## config.mk

```make
export PLATFORM = sky130hd
export DESIGN_NAME = drive_command_char_parser_top
export DESIGN_NICKNAME = d
export VERILOG_FILES = /design/src/sv/dccp_pkg.sv /design/src/sv/drive_command_char_parser_top.sv /design/src/sv/dccp_core.sv
export SDC_FILE = /design/constraint.sdc
export NUM_CORES = 1
export LEC_CHECK = 0
export ABC_AREA = 1
export BUFFER_PORTS_ARGS = -buffer_cell sky130_fd_sc_hd__buf_2
export CORE_MARGIN = 2
export CORE_UTILIZATION = 50
export DETAILED_ROUTE_END_ITERATION = 8
export GPL_TIMING_DRIVEN = 0
export MAX_ROUTING_LAYER = met4
export PLACE_DENSITY = 0.75
export SLEW_MARGIN = 0
export SYNTH_ARGS = -nofsm -noshare
export SYNTH_HDL_FRONTEND = slang
export SYNTH_SLANG_ARGS = --single-unit
```

## constraint.sdc

```tcl
create_clock -name clk -period 5.7 [get_ports clk]
set_input_delay 1.14 -clock clk [delete_from_list [all_inputs] [get_ports clk]]
set_output_delay 1.14 -clock clk [all_outputs]
set_load 0.01 [all_outputs]
```

## src/sv/dccp_pkg.sv

```systemverilog
package dccp_pkg;

    localparam int VALUE_WIDTH = 16;

    typedef logic signed [VALUE_WIDTH-1:0] value_t;

    // largest positive value, capped at 32767
    localparam int VALUE_POS_MAX = (2 ** (VALUE_WIDTH - 1)) - 1;
    localparam int MAX_SPEED_DEFAULT = (VALUE_POS_MAX > 32767) ? 32767 : VALUE_POS_MAX;
    localparam value_t MAX_SPEED_RESET = value_t'(MAX_SPEED_DEFAULT);
    localparam value_t DIR_LIMIT = value_t'(80);

    localparam logic [7:0] CHAR_SEMI  = 8'h3B;
    localparam logic [7:0] CHAR_MINUS = 8'h2D;
    localparam logic [7:0] CHAR_ZERO  = 8'h30;
    localparam logic [7:0] CHAR_NINE  = 8'h39;
    localparam logic [7:0] CHAR_SLASH = 8'h2F;
    localparam logic [7:0] CHAR_S     = 8'h73;
    localparam logic [7:0] CHAR_D     = 8'h64;
    localparam logic [7:0] CHAR_C     = 8'h63;
    localparam logic [7:0] CHAR_B     = 8'h62;
    localparam logic [7:0] CHAR_M     = 8'h6D;
    localparam logic [7:0] CHAR_R     = 8'h72;
    localparam logic [7:0] CHAR_I     = 8'h69;
    localparam logic [7:0] CHAR_O     = 8'h6F;

    typedef enum logic [2:0] {
        CMD_NONE  = 3'd0,
        CMD_SPEED = 3'd1,
        CMD_DIR   = 3'd2,
        CMD_SIDE  = 3'd3,
        CMD_MID   = 3'd4,
        CMD_MAX   = 3'd5,
        CMD_STOP  = 3'd6
    } cmd_t;

    typedef struct packed {
        value_t speed;
        value_t dir;
        logic   update;
        logic   backing;
        logic   stop;
        logic   rst_steps;
        logic   ignore;
        value_t side;
        value_t mid;
        value_t max_speed;
    } dccp_result_t;

endpackage

```

## src/sv/drive_command_char_parser_top.sv

```systemverilog
// Drive command parser. Each input beat carries one received character of a
// command stream of the form letter, optional '-', decimal digits, ';'
// (s speed, d direction, c side threshold, b middle threshold, m max speed),
// plus the immediate letters '/' (stop), 'r' (reset steps), 'i' and 'o'
// (ignore obstacles on/off). Every input beat gives exactly one output beat
// holding the drive settings after that character, with drive_update,
// stop_pulse and reset_steps_pulse as one-beat pulses. The output beat is
// registered and becomes valid in the cycle after input acceptance, and one
// character is taken every cycle: the whole parse step is a single pass of
// logic between the parse state registers and the output register, so
// in_ready stays high as long as the output register is empty or being drained in the same cycle.
module drive_command_char_parser_top
    import dccp_pkg::*;
(
    input  logic                   clk,
    input  logic                   rst_n,
    // character channel
    input  logic                   in_valid,
    output logic                   in_ready,
    input  logic [7:0]             char_in,
    input  logic                   remote_hold,
    // result channel
    output logic                   out_valid,
    input  logic                   out_ready,
    output logic signed [VALUE_WIDTH-1:0] speed_cmd,
    output logic signed [VALUE_WIDTH-1:0] dir_cmd,
    output logic                   drive_update,
    output logic                   reverse_active,
    output logic                   stop_pulse,
    output logic                   reset_steps_pulse,
    output logic                   obstacle_bypass,
    output logic signed [VALUE_WIDTH-1:0] threshold_side,
    output logic signed [VALUE_WIDTH-1:0] threshold_middle,
    output logic signed [VALUE_WIDTH-1:0] max_speed
);

    dccp_result_t result_next;
    dccp_result_t result_reg;
    logic         out_valid_reg;
    logic         out_valid_next;
    logic         in_beat;

    // a new character may enter whenever the result slot frees up this cycle
    assign in_ready = !out_valid_reg || out_ready;
    assign in_beat  = in_valid && in_ready;

    // parse state and the per-character update
    dccp_core u_core (
        .clk             (clk),
        .rst_n           (rst_n),
        .step            (in_beat),
        .char_in         (char_in),
        .remote_hold     (remote_hold),
        .result_next     (result_next)
    );

    // output slot: filled on each input beat, emptied by an output beat
    always_comb
    begin
        out_valid_next = out_valid_reg;
        if (in_beat)
            out_valid_next = 1'b1;
        else if (out_ready)
            out_valid_next = 1'b0;
    end

    always_ff @(posedge clk or negedge rst_n)
    begin
        if (!rst_n)
            out_valid_reg <= 1'b0;
        else
            out_valid_reg <= out_valid_next;
    end

    // payload holds while stalled, no reset needed
    always_ff @(posedge clk)
    begin
        if (in_beat)
            result_reg <= result_next;
    end

    assign out_valid         = out_valid_reg;
    assign speed_cmd         = result_reg.speed;
    assign dir_cmd           = result_reg.dir;
    assign drive_update      = result_reg.update;
    assign reverse_active    = result_reg.backing;
    assign stop_pulse        = result_reg.stop;
    assign reset_steps_pulse = result_reg.rst_steps;
    assign obstacle_bypass   = result_reg.ignore;
    assign threshold_side    = result_reg.side;
    assign threshold_middle  = result_reg.mid;
    assign max_speed         = result_reg.max_speed;

endmodule

```

## src/sv/dccp_core.sv

```systemverilog
module dccp_core
    import dccp_pkg::*;
(
    input  logic         clk,
    input  logic         rst_n,
    input  logic         step,
    input  logic [7:0]   char_in,
    input  logic         remote_hold,
    output dccp_result_t result_next
);

    logic   want_command_reg, want_command_next;
    logic   want_value_reg, want_value_next;
    value_t accum_reg, accum_next;
    logic   negate_reg, negate_next;
    cmd_t   pending_reg, pending_next;
    value_t speed_reg, speed_next;
    value_t dir_reg, dir_next;
    value_t side_reg, side_next;
    value_t mid_reg, mid_next;
    value_t max_speed_reg, max_speed_next;
    logic   ignore_reg, ignore_next;
    logic   backing_reg, backing_next;

    value_t limit;
    value_t clamped;
    value_t signed_val;
    value_t digit_val;
    value_t accum_x10;
    logic   update, stop, rst_steps;

    // clamp from above, then sign, as done on ';'
    always_comb
    begin
        limit      = (pending_reg == CMD_SPEED) ? max_speed_reg : DIR_LIMIT;
        clamped    = (accum_reg > limit) ? limit : accum_reg;
        signed_val = negate_reg ? value_t'(-clamped) : clamped;
        accum_x10  = value_t'((accum_reg <<< 3) + (accum_reg <<< 1));
        digit_val  = value_t'(accum_x10 + value_t'({1'b0, char_in - CHAR_ZERO}));
    end

    always_comb
    begin
        want_command_next = want_command_reg;
        want_value_next   = want_value_reg;
        accum_next        = accum_reg;
        negate_next       = negate_reg;
        pending_next      = pending_reg;
        speed_next        = speed_reg;
        dir_next          = dir_reg;
        side_next         = side_reg;
        mid_next          = mid_reg;
        max_speed_next    = max_speed_reg;
        ignore_next       = ignore_reg;
        backing_next      = backing_reg;
        update            = 1'b0;
        stop              = 1'b0;
        rst_steps         = 1'b0;

        if (char_in == CHAR_SEMI)
        begin
            want_command_next = 1'b1;
            case (pending_reg)
                CMD_SPEED:
                begin
                    accum_next      = signed_val;
                    want_value_next = 1'b0;
                    if (speed_reg != signed_val && !remote_hold)
                    begin
                        speed_next   = signed_val;
                        update       = 1'b1;
                        backing_next = signed_val[VALUE_WIDTH-1];
                    end
                end
                CMD_DIR:
                begin
                    accum_next      = signed_val;
                    want_value_next = 1'b0;
                    if (dir_reg != signed_val && !remote_hold)
                    begin
                        dir_next = signed_val;
                        update   = 1'b1;
                    end
                end
                CMD_SIDE:
                begin
                    side_next       = accum_reg;
                    want_value_next = 1'b0;
                end
                CMD_MID:
                begin
                    mid_next        = accum_reg;
                    want_value_next = 1'b0;
                end
                CMD_MAX:
                begin
                    max_speed_next  = accum_reg;
                    want_value_next = 1'b0;
                end
                default:
                begin
                end
            endcase
        end
        else if (want_command_reg)
        begin
            case (char_in)
                CHAR_SLASH:
                begin
                    pending_next = CMD_STOP;
                    backing_next = 1'b0;
                    speed_next   = '0;
                    stop         = 1'b1;
                end
                CHAR_S, CHAR_D, CHAR_C, CHAR_B, CHAR_M:
                begin
                    want_command_next = 1'b0;
                    want_value_next   = 1'b1;
                    accum_next        = '0;
                    if (char_in == CHAR_S || char_in == CHAR_D)
                        negate_next = 1'b0;
                    case (char_in)
                        CHAR_S:  pending_next = CMD_SPEED;
                        CHAR_D:  pending_next = CMD_DIR;
                        CHAR_C:  pending_next = CMD_SIDE;
                        CHAR_B:  pending_next = CMD_MID;
                        default: pending_next = CMD_MAX;
                    endcase
                end
                CHAR_R:
                begin
                    rst_steps    = 1'b1;
                    pending_next = CMD_NONE;
                end
                CHAR_I:  ignore_next  = 1'b1;
                CHAR_O:  ignore_next  = 1'b0;
                default: pending_next = CMD_NONE;
            endcase
        end
        else if (want_value_reg)
        begin
            if (char_in == CHAR_MINUS)
                negate_next = 1'b1;
            else if (char_in inside {[CHAR_ZERO:CHAR_NINE]})
                accum_next = digit_val;
        end
    end

    always_comb
    begin
        result_next.speed     = speed_next;
        result_next.dir       = dir_next;
        result_next.update    = update;
        result_next.backing   = backing_next;
        result_next.stop      = stop;
        result_next.rst_steps = rst_steps;
        result_next.ignore    = ignore_next;
        result_next.side      = side_next;
        result_next.mid       = mid_next;
        result_next.max_speed = max_speed_next;
    end

    always_ff @(posedge clk or negedge rst_n)
    begin
        if (!rst_n)
        begin
            want_command_reg <= 1'b1;
            want_value_reg   <= 1'b0;
            accum_reg        <= '0;
            negate_reg       <= 1'b0;
            pending_reg      <= CMD_NONE;
            speed_reg        <= '0;
            dir_reg          <= '0;
            side_reg         <= '0;
            mid_reg          <= '0;
            max_speed_reg    <= MAX_SPEED_RESET;
            ignore_reg       <= 1'b0;
            backing_reg      <= 1'b0;
        end
        else if (step)
        begin
            want_command_reg <= want_command_next;
            want_value_reg   <= want_value_next;
            accum_reg        <= accum_next;
            negate_reg       <= negate_next;
            pending_reg      <= pending_next;
            speed_reg        <= speed_next;
            dir_reg          <= dir_next;
            side_reg         <= side_next;
            mid_reg          <= mid_next;
            max_speed_reg    <= max_speed_next;
            ignore_reg       <= ignore_next;
            backing_reg      <= backing_next;
        end
    end

endmodule

```

### Yosys cells after proc, flatten, opt, wreduce, memory -nomap -nowiden

Cells that the tools add are included.

| word-level totals | value |
|---|---|
| bits of input ports | 13 |
| register bits | 190 |

| cells by class | value |
|---|---|
| order comparisons | 3 |
| bitwise gates (word level) | 3 |
| reductions and logical operators | 24 |
| eq/ne operators | 24 |
| muxes and demuxes | 53 |
| add/subtract/negate cells | 4 |

Operators by type and width:

| cell | number |
|---|---|
| 2-to-1 mux 16 bit | 24 |
| equality test 8 x 7 -> 1 bit, second input constant | 8 |
| inequality test 16 bit | 2 |
| 2-to-1 mux 1 bit | 25 |
| equality test 8 x 6 -> 1 bit, second input constant | 3 |
| adder 16 bit | 1 |
| adder 16 x 9 -> 16 bit | 1 |
| > comparator 16 bit | 1 |
| negator 16 bit | 1 |
| case mux 3 bit (4 select lines) | 1 |
| AND reduction 6 bit | 2 |
| nonzero test 2 bit | 5 |
| OR reduction 5 bit | 2 |
| case mux 3 bit (3 select lines) | 1 |
| greater-or-equal comparator 8 x 6 -> 1 bit, second input constant | 1 |
| <= comparator 8 x 6 -> 1 bit, second input constant | 1 |
| inequality test 2 bit, second input constant | 4 |
| AND reduction 4 bit | 2 |
| subtractor 8 x 6 -> 8 bit, second input constant | 1 |
| equality test 3 x 2 -> 1 bit, second input constant | 2 |
| equality test 3 bit, second input constant | 2 |
| nonzero test 3 bit | 2 |
| OR reduction 2 bit | 3 |
| logical AND 1 bit | 4 |
| 7 further kinds | 12 |

### Longest topological paths before layout

Gate-level depths: netlist of run 1.

| depth | value |
|---|---|
| depth after elaboration | 11 |
| mapped depth | 40 |
| depth with buffers taken out | 38 |

### Hierarchy

Synthesis of run 1 repeated with hierarchy kept, for this count alone.

| second synthesis, totals | value |
|---|---|
| cells, all modules | 1425 |
| area, all modules | 11242.0 µm² |

By module, submodules not included:

| module | area an instance (µm²) | instances | cells each | sequential area each (µm²) |
|---|---|---|---|---|
| dccp_core | 8644.5 | 1 | 1334 | 2622.5 |
| drive_command_char_parser_top | 2597.5 | 1 | 91 | 2577.5 |

### Worst setup path before layout of run 1

No wires, ideal clock.

| timing path | value |
|---|---|
| kind | input-to-reg |
| start point | input port out_ready |
| end point | register result_reg, in the netlist dir_cmd[0], enable pin |
| arrival time | 4.291 ns |
| path slack | 0.926 ns |
| stages | 6 |
| library setup time | 0.482 ns |
| cell sequence | inv_1 > nand2_1 > nand2_1 > inv_1 > clkbuf_1 > clkbuf_1 |

| between the ends | value |
|---|---|
| longest elaborated chain between the ends | 2 |

Ends and longest elaborated chain:

| what | line | source |
|---|---|---|
| start, declared | drive_command_char_parser_top.sv:24 | `input logic out_ready,` |
| logical OR 1 bit | drive_command_char_parser_top.sv:44 | `assign in_ready = !out_valid_reg \|\| out_ready;` |
| named net in_ready | drive_command_char_parser_top.sv:19 | `output logic in_ready,` |
| logical AND 1 bit | drive_command_char_parser_top.sv:45 | `assign in_beat = in_valid && in_ready;` |
| named net in_beat | drive_command_char_parser_top.sv:41 | `logic in_beat;` |
| end signal, assigned | drive_command_char_parser_top.sv:79 | `result_reg <= result_next;` |
| end, declared | drive_command_char_parser_top.sv:38 | `dccp_result_t result_reg;` |

The timed path passes the listed nets, and every way through them passes these cells.
A chain may end at the register's enable or synchronous reset.

==> results of run 1 <==
power by group through the flow:
stage               combinational [mW]  sequential [mW]  clock [mW]
floorplan                         2.18             1.88           0
global placement                  2.93             1.92           0
detailed placement                3.00             1.92           0
CTS                               3.03             1.89        1.22
global route                      3.48             1.91        1.28
finish                            3.11             1.90        1.20
repair_timing:
item                       CTS  global route
hold buffers                 0             0
buffers inserted             0             3
setup endpoints to repair    0            55
gates resized for setup      0            16
stage by stage:
stage	cells	cell area (µm²)	TNS (ns)
final	1821	12800	0
after global routing	1821	12800	-0.00171
after CTS	1817	12800	0
after detailed placement	1785	12200	0
after global placement	1783	12100	-78.92
after floorplan	1404	11200	0
routing by layer:
layer	vias to the layer above	wire length [µm]	track usage, %
met4	0	862	9.43
li1	4856	-	-
met2	441	14300	42.5
met5	-	0	-
met3	59	2320	4.37
met1	4879	14400	39.3
logic make-up after synthesis:
logic type | Yosys count | synth area share (%)
AND/OR/NAND/NOR | 720 | 27.7
flip-flops | 190 | 46.2
buffers and inverters | 232 | 8.19
multiplexers | 33 | 2.94
AO/OA/AOI/OAI | 172 | 8.51
adder cells (fa/ha/maj) | 47 | 5.63
XOR/XNOR | 10 | 0.779
worst max-delay path: cells and delay by family, from the launching register on:
family	cells	cell delay, ns
simple gates	21	2.72
flops	1	0.41
fa+ha+maj	2	0.54
buf+inv	6	1.07
compound gates	2	0.52
worst max path at each step:
stage	cells after the start	endpoint	slack, ns
floorplan	6	dir_cmd[0]	0.93
global placement	7	threshold_side[14]	-0.87
detailed placement	31	speed_cmd[4]	0.02
CTS	31	speed_cmd[4]	0.001
global route	32	speed_cmd[14]	-0.002
finish	31	speed_cmd[3]	0.23
cells in the mapped netlist, types with 3 or more instances:
| master | instances | area, µm² |
|---|---|---|
| a21oi_1 | 35 | 175 |
| a22oi_1 | 11 | 82.6 |
| a31oi_1 | 10 | 62.6 |
| buf_1 | 7 | 26.3 |
| buf_2 | 10 | 50.1 |
| buf_6 | 4 | 45.0 |
| clkbuf_1 | 29 | 109 |
| dfrtp_1 | 89 | 2230 |
| dfstp_2 | 16 | 420 |
| edfxtp_1 | 85 | 2550 |
| fa_1 | 6 | 120 |
| ha_1 | 41 | 513 |
| inv_1 | 176 | 661 |
| inv_2 | 3 | 11.3 |
| mux2i_1 | 33 | 330 |
| nand2_1 | 448 | 1680 |
| nand2_2 | 8 | 50.1 |
| nand3_1 | 87 | 435 |
| nand3_2 | 6 | 60.1 |
| nand3b_1 | 7 | 52.6 |
| nand4_1 | 47 | 294 |
| nor2_1 | 87 | 327 |
| nor2_2 | 6 | 37.5 |
| nor3_1 | 8 | 40.0 |
| o21ai_0 | 95 | 475 |
| o21ai_1 | 5 | 25.0 |
| o21bai_1 | 3 | 22.5 |
| or2_2 | 7 | 43.8 |
| xnor2_1 | 4 | 35.0 |
| xor2_1 | 6 | 52.6 |
layout make-up:
cell class | count | share of cell area [%]
diodes | 1 | 0.0195
plain buffers | 52 | 1.94
clock buffers | 18 | 3.42
clock inverters | 14 | 1.12
inverters | 180 | 5.26
multi-input cells | 982 | 40.5
flip-flops and latches | 190 | 40.5
well taps | 280 | 2.73
repair buffers | 104 | 4.48
==> results.txt, run 1 <==
- The flow ran to the end, and the final reports show no timing, DRC or antenna violations.
* Final hold violations: 0
- Summing the sequential cell areas from Yosys gives 46.2% of the chip area.
- TritonCTS built the clock tree.
* Global-route wire length before repair: about 51000 µm
* Period utilization: a little over nine tenths
* Element type at the critical path start: register
- Top Ports: 100
- Critical Path RT: 5.93 ns
- The worst pin sits at a relative slew slack of between 10% and 20%.
* Clock transition at the registers of the reported paths: ~0.07 ns
- Sequential standard cell area: just over 0.005 mm²
* Largest buffer count on any clock path: 2
- In the final design database the tool counted 1587 nets.
- Share of total power in the clock network: between 10% and 20%
- Footprint of the multi-input gates: between 0.005 and 0.006 mm²
* Synth cell types: 49
- Detailed placement ended at an HPWL of 24200 µm.
- For the worst flop-to-flop path, the logic depth is 31.
- Height of the die: about 150 µm
- Cell internal power was estimated by the tool at 3.35 mW.
* Final global-route overflow total: 0
- Ys Warns: 0
- The later pin in the worst-skew pair is clocked with a latency of 0.44 ns.
- Reg2reg setup slack: approximately 0.23 ns
- Drt total wl: 31900 µm
- Post-synth EDFFs: 85
- Max-cap viol count: 0
* Time the worst path needs with I/O delays and setup: 5.47 ns
- Relative to the synthesized area, the layout overhead comes to 14.2%.
- Worst EP arrival: between 5 and 6 ns
- Sum of internal, switching and leakage power: approximately 6.2 mW
- GP Congestion: roughly 1
- On the worst path, the slowest cell contributes a delay of between 0.4 and 0.5 ns.
- After floorplanning, the core was divided into 54 placement rows.
- Leading cell type in the layout, fill and taps excluded: nand2_1
- The worst hold path begins at u_core.ignore_reg.
* End-of-flow core utilization: about three fifths
- Iteration-0 DRC Markers: 930
- Synthesis produced a netlist with a net count of 1464.
* Post-synth ARST share: roughly 55%
- The analysis attributes to cell leakage a power of 6.02 nW.
- At the pin with the least slew margin, the transition time is 1.26 ns.
- Share of layout cells above drive strength 1: 14.4%
- In this run the power density over the cells is between 400 and 500 mW/mm².
* GRT Overall Usage: between 20 and 30%
- Number of global-route vias before repair: between 9000 and 10000
* Worst hold slack across all endpoints: 0.497 ns
- Vias per inst: 5.62
* Count of final max-slew check failures: 0
* Worst-path maximum fanout: 10
* Core area: between 0.02 and 0.025 mm²
- Count of mapped cells out of synthesis: 1404
- Die outline width: 154 µm
- For this configuration, the core starts out at a cell density of roughly half.
- Maximum clock frequency: ~180 MHz
- The endpoint identified for the worst register-to-register timing path is speed_cmd[3].
- The floorplan step defined a die boundary enclosing approximately 0.024 mm².
- The filler cells instantiated in the layout total between 1500 and 2000.
- The H-tree generated during clock tree synthesis spans 4 levels.
- At the placement stage, the worst setup path has a slack of approximately 0.016 ns.
- Most frequently used flop master after synthesis: dfrtp_1
- Switching Share: between 40% and 50%
- Worst-path cell with the longest stage delay: dfrtp_1
- Cells on Worst Hold Path: 2
- During placement, the flow inserted port buffers numbering 99.
- A synthesized cell averages between 8 and 9 µm².
* Startpoint of the most critical setup path: u_core.pending_reg[2]
* Netlist area before placement: about 0.011 mm²
- Most used cells in the layout excluding fill and tap cells: 446 x nand2_1, 176 x inv_1, 108 x buf_2, 95 x o21ai_0, 89 x dfrtp_1
- Clock tree synthesis inserted a total of 17 buffers.
* Router iterations before antenna repair: 6
* Switch Pwr: roughly 2.9 mW
* Min-Delay Path Class: register to register
- Average wire length per cell after detail routing: 17.5 µm
- The clock arrives with ~0.013 ns of skew.
* Count of antenna-violating nets left after detailed routing: 0
- Final count of negative-setup-slack endpoints: 0
* Clock tree root buffer cell: clkbuf_16
- The cell that appears most often on the critical path is nand2_1.
- The worst register-to-register path begins at u_core.pending_reg[2].
- Maximum number of pins on one net before global-route repair: 55
- After detailed routing, the number of remaining DRC violations is 0.
- Total number of clock tree sinks: 190
- For hold timing, the worst endpoint is u_core.ignore_reg.
- Worst setup EP type: register
* Part of the total power dissipated in combinational logic: 50.1%
- The number of antenna violations at the first check in global routing came to 1.
* Part of the total power dissipated in sequential elements: slightly above 30%
* Max IR drop VDD: ~0.26 mV
* Min setup slack post-route: 0.226 ns
* Synth Register Bits: 190
- The critical path is of the register to register type.
- Via count: slightly above 10000
Note: power is estimated with default switching activity, not from simulation.
==> run 2, diff against run 1 <==
--- a/config.mk
+++ b/config.mk
@@ -5,7 +5,7 @@
 export SDC_FILE = /design/constraint.sdc
 export NUM_CORES = 1
 export LEC_CHECK = 0
-export ABC_AREA = 1
+export ABC_AREA = 0
 export BUFFER_PORTS_ARGS = -buffer_cell sky130_fd_sc_hd__buf_2
 export CORE_MARGIN = 2
 export CORE_UTILIZATION = 50
==> run 2 against run 1 <==
Against the previous run: the run now ends with negative setup slack left; register-to-register slack worse by 0.61 ns; via count down 5.3%; worst hold slack worse by 0.025 ns; maximum frequency down 10%; sequential cell count unchanged; critical path depth down 5; setup slack worse by 0.61 ns; wire length up 13%; clock power about the same; largest cell class unchanged.
==> results.txt, run 2 <==
- Synth area leaders: edfxtp_1 23%, dfrtp_1 20%, nand2_1 7.6%, ha_1 4.6%, mux2_2 4.4%
- The final worst clock skew came to 0.0132 ns (+0.000586 ns).
- The clock power share came to 38.2% (+19 points).
* Most frequent CP cell: buf_6
- Most used cells in the layout excluding fill and tap cells: 214 x nand2_1, 102 x buf_2, 88 x dfrtp_1, 85 x edfxtp_1, 58 x nor2_1
- The die span in x was 154 µm (+0.11%).
- Period utilization: 107% (+11 points)
* Share of layout cells above drive strength 1: 26.2% (+12 points)
* Die outline area: 0.0238 mm² (+0.23%)
- The total leakage power was 6.14 nW (+1.9%).
- Total number of clock tree sinks: 190 (unchanged)
* TritonCTS clock tree: done
- The number of antenna violations at the first check in global routing is 1 (unchanged).
- Setup repair after global routing could not meet its margin everywhere.
* Post-route cell area: 0.0137 mm² (+6.6%)
* Effective utilization at floorplan: 51.3% (+0.12 points)
- The number of H-tree levels is 4 (unchanged).
- The proportion of power drawn by combinational gates was 14.9% (-35 points).
* Capture endpoint of the worst hold path: u_core.mid_reg[1]
- Row cnt: 54 (unchanged)
- Count of mapped cells out of synthesis: 1118 (-20%)
* Critical Path RT: 5.88 ns (-0.05 ns)
* Detailed-route DRC error count: 0 (unchanged)
* Count of final max-slew check failures: 0 (unchanged)
- Max IR drop VDD: 0.199 mV (-25%)
* Worst slew pin tran: 1.07 ns (-0.183 ns)
- Clock tree root buffer cell: clkbuf_16
- Violated checks: negative setup slack
- The portion of synthesized cell area occupied by the leading cell type came to 22.6% (-0.053 points).
* Worst setup path category: register to register
- In the synthesized netlist, the cells that appear most often are 227 x nand2_1, 89 x dfrtp_1, 85 x edfxtp_1.
- Synthesized area per cell: 10.1 µm² (+26%)
- The total wire length after detailed routing came to 35800 µm (+13%).
- The vias after detailed routing was 9694 (-5.3%).
- The area growth from synthesis to layout is 21.5%.
- The hold-critical path depth came to 2 (unchanged).
- The clock latency on the worst-skew pair was 0.44 ns (about the same).
* Largest buffer count on any clock path: 2 (unchanged)
- The startpoint identified for the worst register-to-register timing path is u_core.pending_reg[2].
- The switching power share of the total came to 28.7% (-17 points).
- The number of buffers created by CTS was 17 (unchanged).
* GP Congestion: 0.979 (-4.8%)
* Top Ports: 100 (unchanged)
* Min-delay src: u_core.mid_reg[1]
- Worst-path maximum fanout: 6 (-4)
- Clock transition at the registers of the reported paths: 0.08 ns (about the same)
- The min-delay analysis places its worst path in the category register to register.
- STA classifies the critical path endpoint as a register.
* NumNets Final: 1337 (-16%)
* Cell with the most instances after synthesis: nand2_1
- The worst setup slack before clock tree synthesis came to -1.11 ns (-1.12 ns).
- Reg2reg setup slack: -0.39 ns (-0.61 ns)
- Crit-path max cell delay: 0.52 ns (+0.11 ns)
- Hold buffers post-CTS: 0 (unchanged)
- The total global routing overflow was 0 (unchanged).
- The via count of the first global-routing pass came to 9511 (-0.57%).
* Min setup slack post-route: -0.385 ns (-0.611 ns)
- Maximum number of pins on one net before global-route repair: 68 (+24%)
- Worst R2R Path Depth: 26 (-16%)
* Sequential area share after synthesis: 46.1% (-0.11 points)
- The library cell used most frequently in the layout, excluding fill and tap cells, is nand2_1.
* Final hold violations: 0 (unchanged)
* Core area: 0.0220 mm² (unchanged)
* End-of-flow core utilization: 62.3% (+3.9 points)
* Syn_nets: 1178 (-20%)
- The max-slew headroom at the worst pin came to 28.1% (+13 points).
- Internal power component: 2.26 mW (-33%)
- Iteration-0 DRC Markers: 1010 (+8.6%)
- GRT Overall Usage: 31.2% (+3.0 points)
- The switching power summed over all nets came to 0.909 mW (-68%).
* Router iterations before antenna repair: 7 (+1)
* Element type at the critical path start: register
- The first-pass GRT wire length is 54600 µm (+7.5%).
- The number of nets with antenna violations after routing is 0 (unchanged).
- Max-cap viol count: 0 (unchanged)
* Synth cell types: 92 (+88%)
- Power density relative to cell area: 232 mW/mm² (-52%)
- The average wire per cell in the routed design was 22.8 µm (+30%).
* Post-synth EDFFs: 85 (unchanged)
- The quantity of I/O buffers inserted on ports is 99 (unchanged).
- The worst path arrival time was 6.26 ns (+0.55 ns).
- Ys Warns: 0 (unchanged)
- The largest individual stage delay along the critical path comes from the cell or4b_4.
- The vertical die dimension came to 154 µm (+0.11%).
- Post-synth ARST share: 55.3% (unchanged)
* Vias per inst: 6.17 (+9.8%)
- The area after detailed placement came to 0.0123 mm² (+1.0%).
- Maximum clock frequency: 164 MHz (-10%)
- Time the worst path needs with I/O delays and setup: 6.09 ns (+0.611 ns)
- Netlist area before placement: 0.0113 mm² (+0.23%)
- The synthesis-stage register bit count came to 190 (unchanged).
- Final count of negative-setup-slack endpoints: 61 (+61)
* Part of the total power dissipated in sequential elements: 47.0% (+16 points)
- For this run, the leading register cell type out of synthesis is dfrtp_1.
* Hpwl dp: 24600 µm (+1.5%)
- Summed over all instances, the cell type with the most area after synthesis is edfxtp_1.
- Result of the run: finished with violations
- The worst register-to-register path ends at speed_cmd[9].
## run 2: how the worst max path moves through the flow
stage	startpoint	to	cells after the start
2_1_floorplan	u_core.pending_reg[2]	dir_cmd[10]	25
3_3_place_gp	u_core.pending_reg[0]	speed_cmd[10]	25
3_5_place_dp	u_core.pending_reg[0]	dir_cmd[9]	25
4_1_cts	u_core.pending_reg[2]	speed_cmd[9]	25
5_1_grt	u_core.pending_reg[2]	reverse_active	28
6_report	u_core.pending_reg[2]	speed_cmd[9]	26
## run 2: metrics by stage
step	hold WS (ns)	TNS [ns]	cells	total power, mW
floorplan	0.440	0	1118	1.78
finish	0.472	-16.12	1571	3.17
detailed placement	0.459	-58.59	1500	1.93
global placement	0.452	-121.21	1497	1.92
CTS	0.477	-12.27	1567	3.16
global route	0.496	-27.27	1571	3.27
## run 2: cell type report
class,instances,area [µm²]
clock buffer,21,472
buffer,60,368
tap,280,350
timing repair buffer,145,981
inverter,38,145
sequential,190,5200
fill,1743,8270
clock inverter,11,111
antenna,1,2.50
multi-input combinational,825,6060
## run 2: what timing repair did
| item | CTS | global route |
|---|---|---|
| gates cloned | 4 | 1 |
| setup endpoints to repair | 61 | 61 |
| buffers inserted | 32 | 6 |
| pin swaps | 28 | 22 |
| resized for setup | 54 | 41 |
## run 2: layer usage
metal	global-route usage [%]	part of all wire, %	vias to the layer above
li1	-	-	4337
met1	39.8	41	4716
met2	48.0	47	514
met3	6.40	8.1	127
met4	14.8	4.7	0
met5	-	0	-
## run 2: worst max-delay path: cells and delay by family (launching register included)
kind | cells | cell delay [ns]
adders and majority gates | 2 | 0.52
buffers and inverters | 6 | 0.89
DFF | 1 | 0.38
and+or+nand+nor | 10 | 2.26
muxes | 2 | 0.37
AOI/OAI and AO/OA | 6 | 1.41
## run 2: logic make-up after synthesis
group | count (synthesis) | share of synthesized area, %
and+or+nand+nor | 409 | 17.0
AOI/OAI and AO/OA | 227 | 14.0
DFF | 190 | 46.1
buffers and inverters | 103 | 4.06
muxes | 81 | 8.10
xor gates and xnor gates | 61 | 5.12
adders and majority gates | 47 | 5.62
## run 2: power groups by stage
stage	combinational [mW]	sequential (mW)	clock [mW]
after floorplan	0.253	1.53	0
after global placement	0.402	1.52	0
after detailed placement	0.415	1.52	0
after CTS	0.453	1.49	1.22
after global routing	0.503	1.49	1.27
final	0.472	1.49	1.21
==> run 3, diff against run 2 <==
--- a/config.mk
+++ b/config.mk
@@ -12,7 +12,7 @@
 export DETAILED_ROUTE_END_ITERATION = 8
 export GPL_TIMING_DRIVEN = 0
 export MAX_ROUTING_LAYER = met4
-export PLACE_DENSITY = 0.75
+export PLACE_DENSITY = 0.71
 export SLEW_MARGIN = 0
 export SYNTH_ARGS = -nofsm -noshare
 export SYNTH_HDL_FRONTEND = slang
==> constraint.sdc (replaced) <==
create_clock -name clk -period 5 [get_ports clk]
set_input_delay 1 -clock clk [delete_from_list [all_inputs] [get_ports clk]]
set_output_delay 1 -clock clk [all_outputs]
set_load 0.01 [all_outputs]
==> run 3 against run 2 <==
Against the previous run: the run still ends with negative setup slack left; setup slack got worse by 0.65 ns; core utilization increased by 0.95 points; sequential cell count unchanged; power up 15%; first-iteration DRC count fell by 16%.
==> results.txt, run 3 (synthesis results as in run 2) <==
- Average wire length per cell after detail routing: 21.8 µm (-4.3%)
- Row cnt: 54 (unchanged)
- Setup repair after global routing missed its margin: yes
- The delay contributed by the slowest stage of the critical path was 0.56 ns (+0.04 ns).
- Detailed-route DRC error count: 0 (unchanged)
- Count of antenna-violating nets left after detailed routing: 0 (unchanged)
* Initial antenna violation count: 0 (-1)
- LEAKAGE: 6.27 nW (+2.1%)
* Skew final: 0.0104 ns (-0.00281 ns)
- Leaving out fill and tap cells, the most frequent cell in the layout is nand2_1.
* Most frequent CP cell: buf_6
* Number of port buffers: 99 (unchanged)
- Startpoint of the worst register-to-register path: u_core.pending_reg[2]
* Depth of the CTS H-tree: 4 (unchanged)
- The checks that failed: negative setup slack.
* Top Ports: 100 (unchanged)
- Worst R2R Path Depth: 27 (+3.8%)
- Iteration-0 DRC Markers: 847 (-16%)
- Fill cell instance count of the final layout: 1741 (-0.11%)
* Most used cells in the layout excluding fill and tap cells: 209 x nand2_1, 102 x buf_2, 88 x dfrtp_1, 85 x edfxtp_1, 58 x nor2_1
* Worst slew pin tran: 1.10 ns (+0.0252 ns)
- Die outline area: 0.0238 mm² (unchanged)
* Router iterations before antenna repair: 5 (-2)
- In this run the most critical hold path is launched from u_core.mid_reg[6].
- Result of the run: finished with violations
* Capture endpoint of the worst hold path: u_core.mid_reg[6]
- The area growth from synthesis to layout is 23.3%.
* Worst-path cell with the longest stage delay: or4_4
- Worst hold slack across all endpoints: 0.472 ns (+0.000423 ns)
- Element type at the critical path start: register
- The cell sitting at the root of the clock tree is a clkbuf_16.
- Worst relative slew slack: 26.4% (-1.7 points)
- NumNets Final: 1348 (+0.82%)
- The aggregate global-route resource usage came to 30.0% (-1.2 points).
- The maximum vdd ir drop came to 0.192 mV (-3.3%).
- Critical Path RT: 5.19 ns (-0.69 ns)
- Share of layout cells above drive strength 1: 28.6% (+2.4 points)
- Final count of negative-setup-slack endpoints: 61 (unchanged)
* Largest buffer count on any clock path: 2 (unchanged)
- Maximum clock frequency: 166 MHz (+0.88%)
- The starting density of the core was 51.3% (unchanged).
- The final weighted congestion in routability-driven placement came to 0.973 (-0.62%).
- Power density relative to cell area: 262 mW/mm² (+13%)
* Hpwl dp: 23800 µm (-3.2%)
- Global-route wire length before repair: 52600 µm (-3.7%)
- Via count: 9454 (-2.5%)
* Maximum number of pins on one net before global-route repair: 69 (+1.5%)
- Worst EP arrival: 6.23 ns (-0.03 ns)
- Drt total wl: 34500 µm (-3.7%)
- Vias per inst: 5.98 (-3.1%)
- Min-Delay Path Class: register to register
- The flop-to-flop setup slack is -1.03 ns (-0.65 ns).
* Reg-to-reg critical path endpoint: dir_cmd[10]
- The total inserted antenna cells came to 0 (-1).
- End-of-flow core utilization: 63.3% (+0.95 points)
- The hold-critical path depth was 2 (unchanged).
* Min setup slack post-route: -1.03 ns (-0.647 ns)
- Number of global-route vias before repair: 9011 (-5.3%)
- The clock latency on the worst-skew pair was 0.44 ns (about the same).
- Core area: 0.0220 mm² (unchanged)
* Clock buffer count from CTS: 17 (unchanged)
- Final hold violations: 0 (unchanged)
- The total of max-cap violations is 0 (unchanged).
* Time the worst path needs with I/O delays and setup: 6.03 ns (-0.0528 ns)
- The vertical die dimension was 154 µm (unchanged).
* Final global-route overflow total: 0 (unchanged)
- Total number of clock tree sinks: 190 (unchanged)
* TritonCTS clock tree: done
- The final count of pins violating max slew came to 0 (unchanged).
* Period utilization: 121% (+14 points)
- The die span in x came to 154 µm (unchanged).
* Worst setup path category: register to register
* Worst setup EP type: register
* Clock transition at the registers of the reported paths: 0.08 ns (about the same)
* Worst-path maximum fanout: 7 (+1)
==> run 3: layout make-up <==
class                   instances  area [µm²]  share of cell area (%)
flip-flops and latches        190        5200                    37.4
multi-input cells             825        6120                    44.0
clock buffers                  17         425                    3.06
inverters                      38         145                    1.04
plain buffers                  63         415                    2.99
well taps                     280         350                    2.52
repair buffers                153        1070                    7.69
clock inverters                15         174                    1.25
==> run 3: worst max-delay path by stage <==
stage	startpoint	endpoint	slack (ns)	cells past startpoint
2_1_floorplan	u_core.pending_reg[2]	dir_cmd[10]	-0.67	25
3_3_place_gp	u_core.max_speed_reg[6]	dir_cmd[12]	-1.80	24
3_5_place_dp	u_core.max_speed_reg[6]	dir_cmd[10]	-1.77	24
4_1_cts	u_core.pending_reg[2]	dir_cmd[10]	-0.98	26
5_1_grt	u_core.pending_reg[2]	dir_cmd[10]	-1.18	28
6_report	u_core.pending_reg[2]	dir_cmd[10]	-1.03	27
==> run 3: stage by stage <==
| step | worst slack (ns) | std cells | instance area [µm²] | power, mW | setup TNS (ns) |
|---|---|---|---|---|---|
| CTS | -0.978 | 1569 | 13700 | 3.63 | -53.05 |
| finish | -1.03 | 1581 | 13900 | 3.64 | -56.80 |
| global placement | -1.80 | 1497 | 12300 | 2.20 | -216.00 |
| detailed placement | -1.77 | 1501 | 12400 | 2.21 | -103.90 |
| floorplan | -0.668 | 1118 | 11500 | 2.04 | -33.54 |
| global route | -1.18 | 1581 | 13900 | 3.76 | -66.73 |
==> run 3: critical path: cells and delay by family (launching register included) <==
family | cells | cell delay (ns)
compound gates | 6 | 1.14
mux | 2 | 0.47
xor+xnor | 1 | 0.13
simple gates | 9 | 2.32
buf+inv | 7 | 0.89
fa+ha+maj | 2 | 0.42
flops | 1 | 0.39
==> run 3: routing by layer <==
layer	global-route usage, %	routed length (µm)	vias up
met2	47.0	15800	406
li1	-	-	4379
met4	12.2	1490	0
met5	-	0	-
met1	39.1	14800	4583
met3	4.93	2360	86
==> run 3: power by group <==
part / switching (mW) / internal [mW]
Sequential: 0.0237 / 1.67
Clock: 0.689 / 0.717
Combinational: 0.336 / 0.199
Total: 1.05 / 2.59
==> run 3: timing repair <==
action,4_1_cts,5_1_grt
setup endpoints to repair,70,65
cloned,5,1
gates resized for setup,80,12
hold buffers,0,0
pin swaps,31,16
buffers inserted,33,12
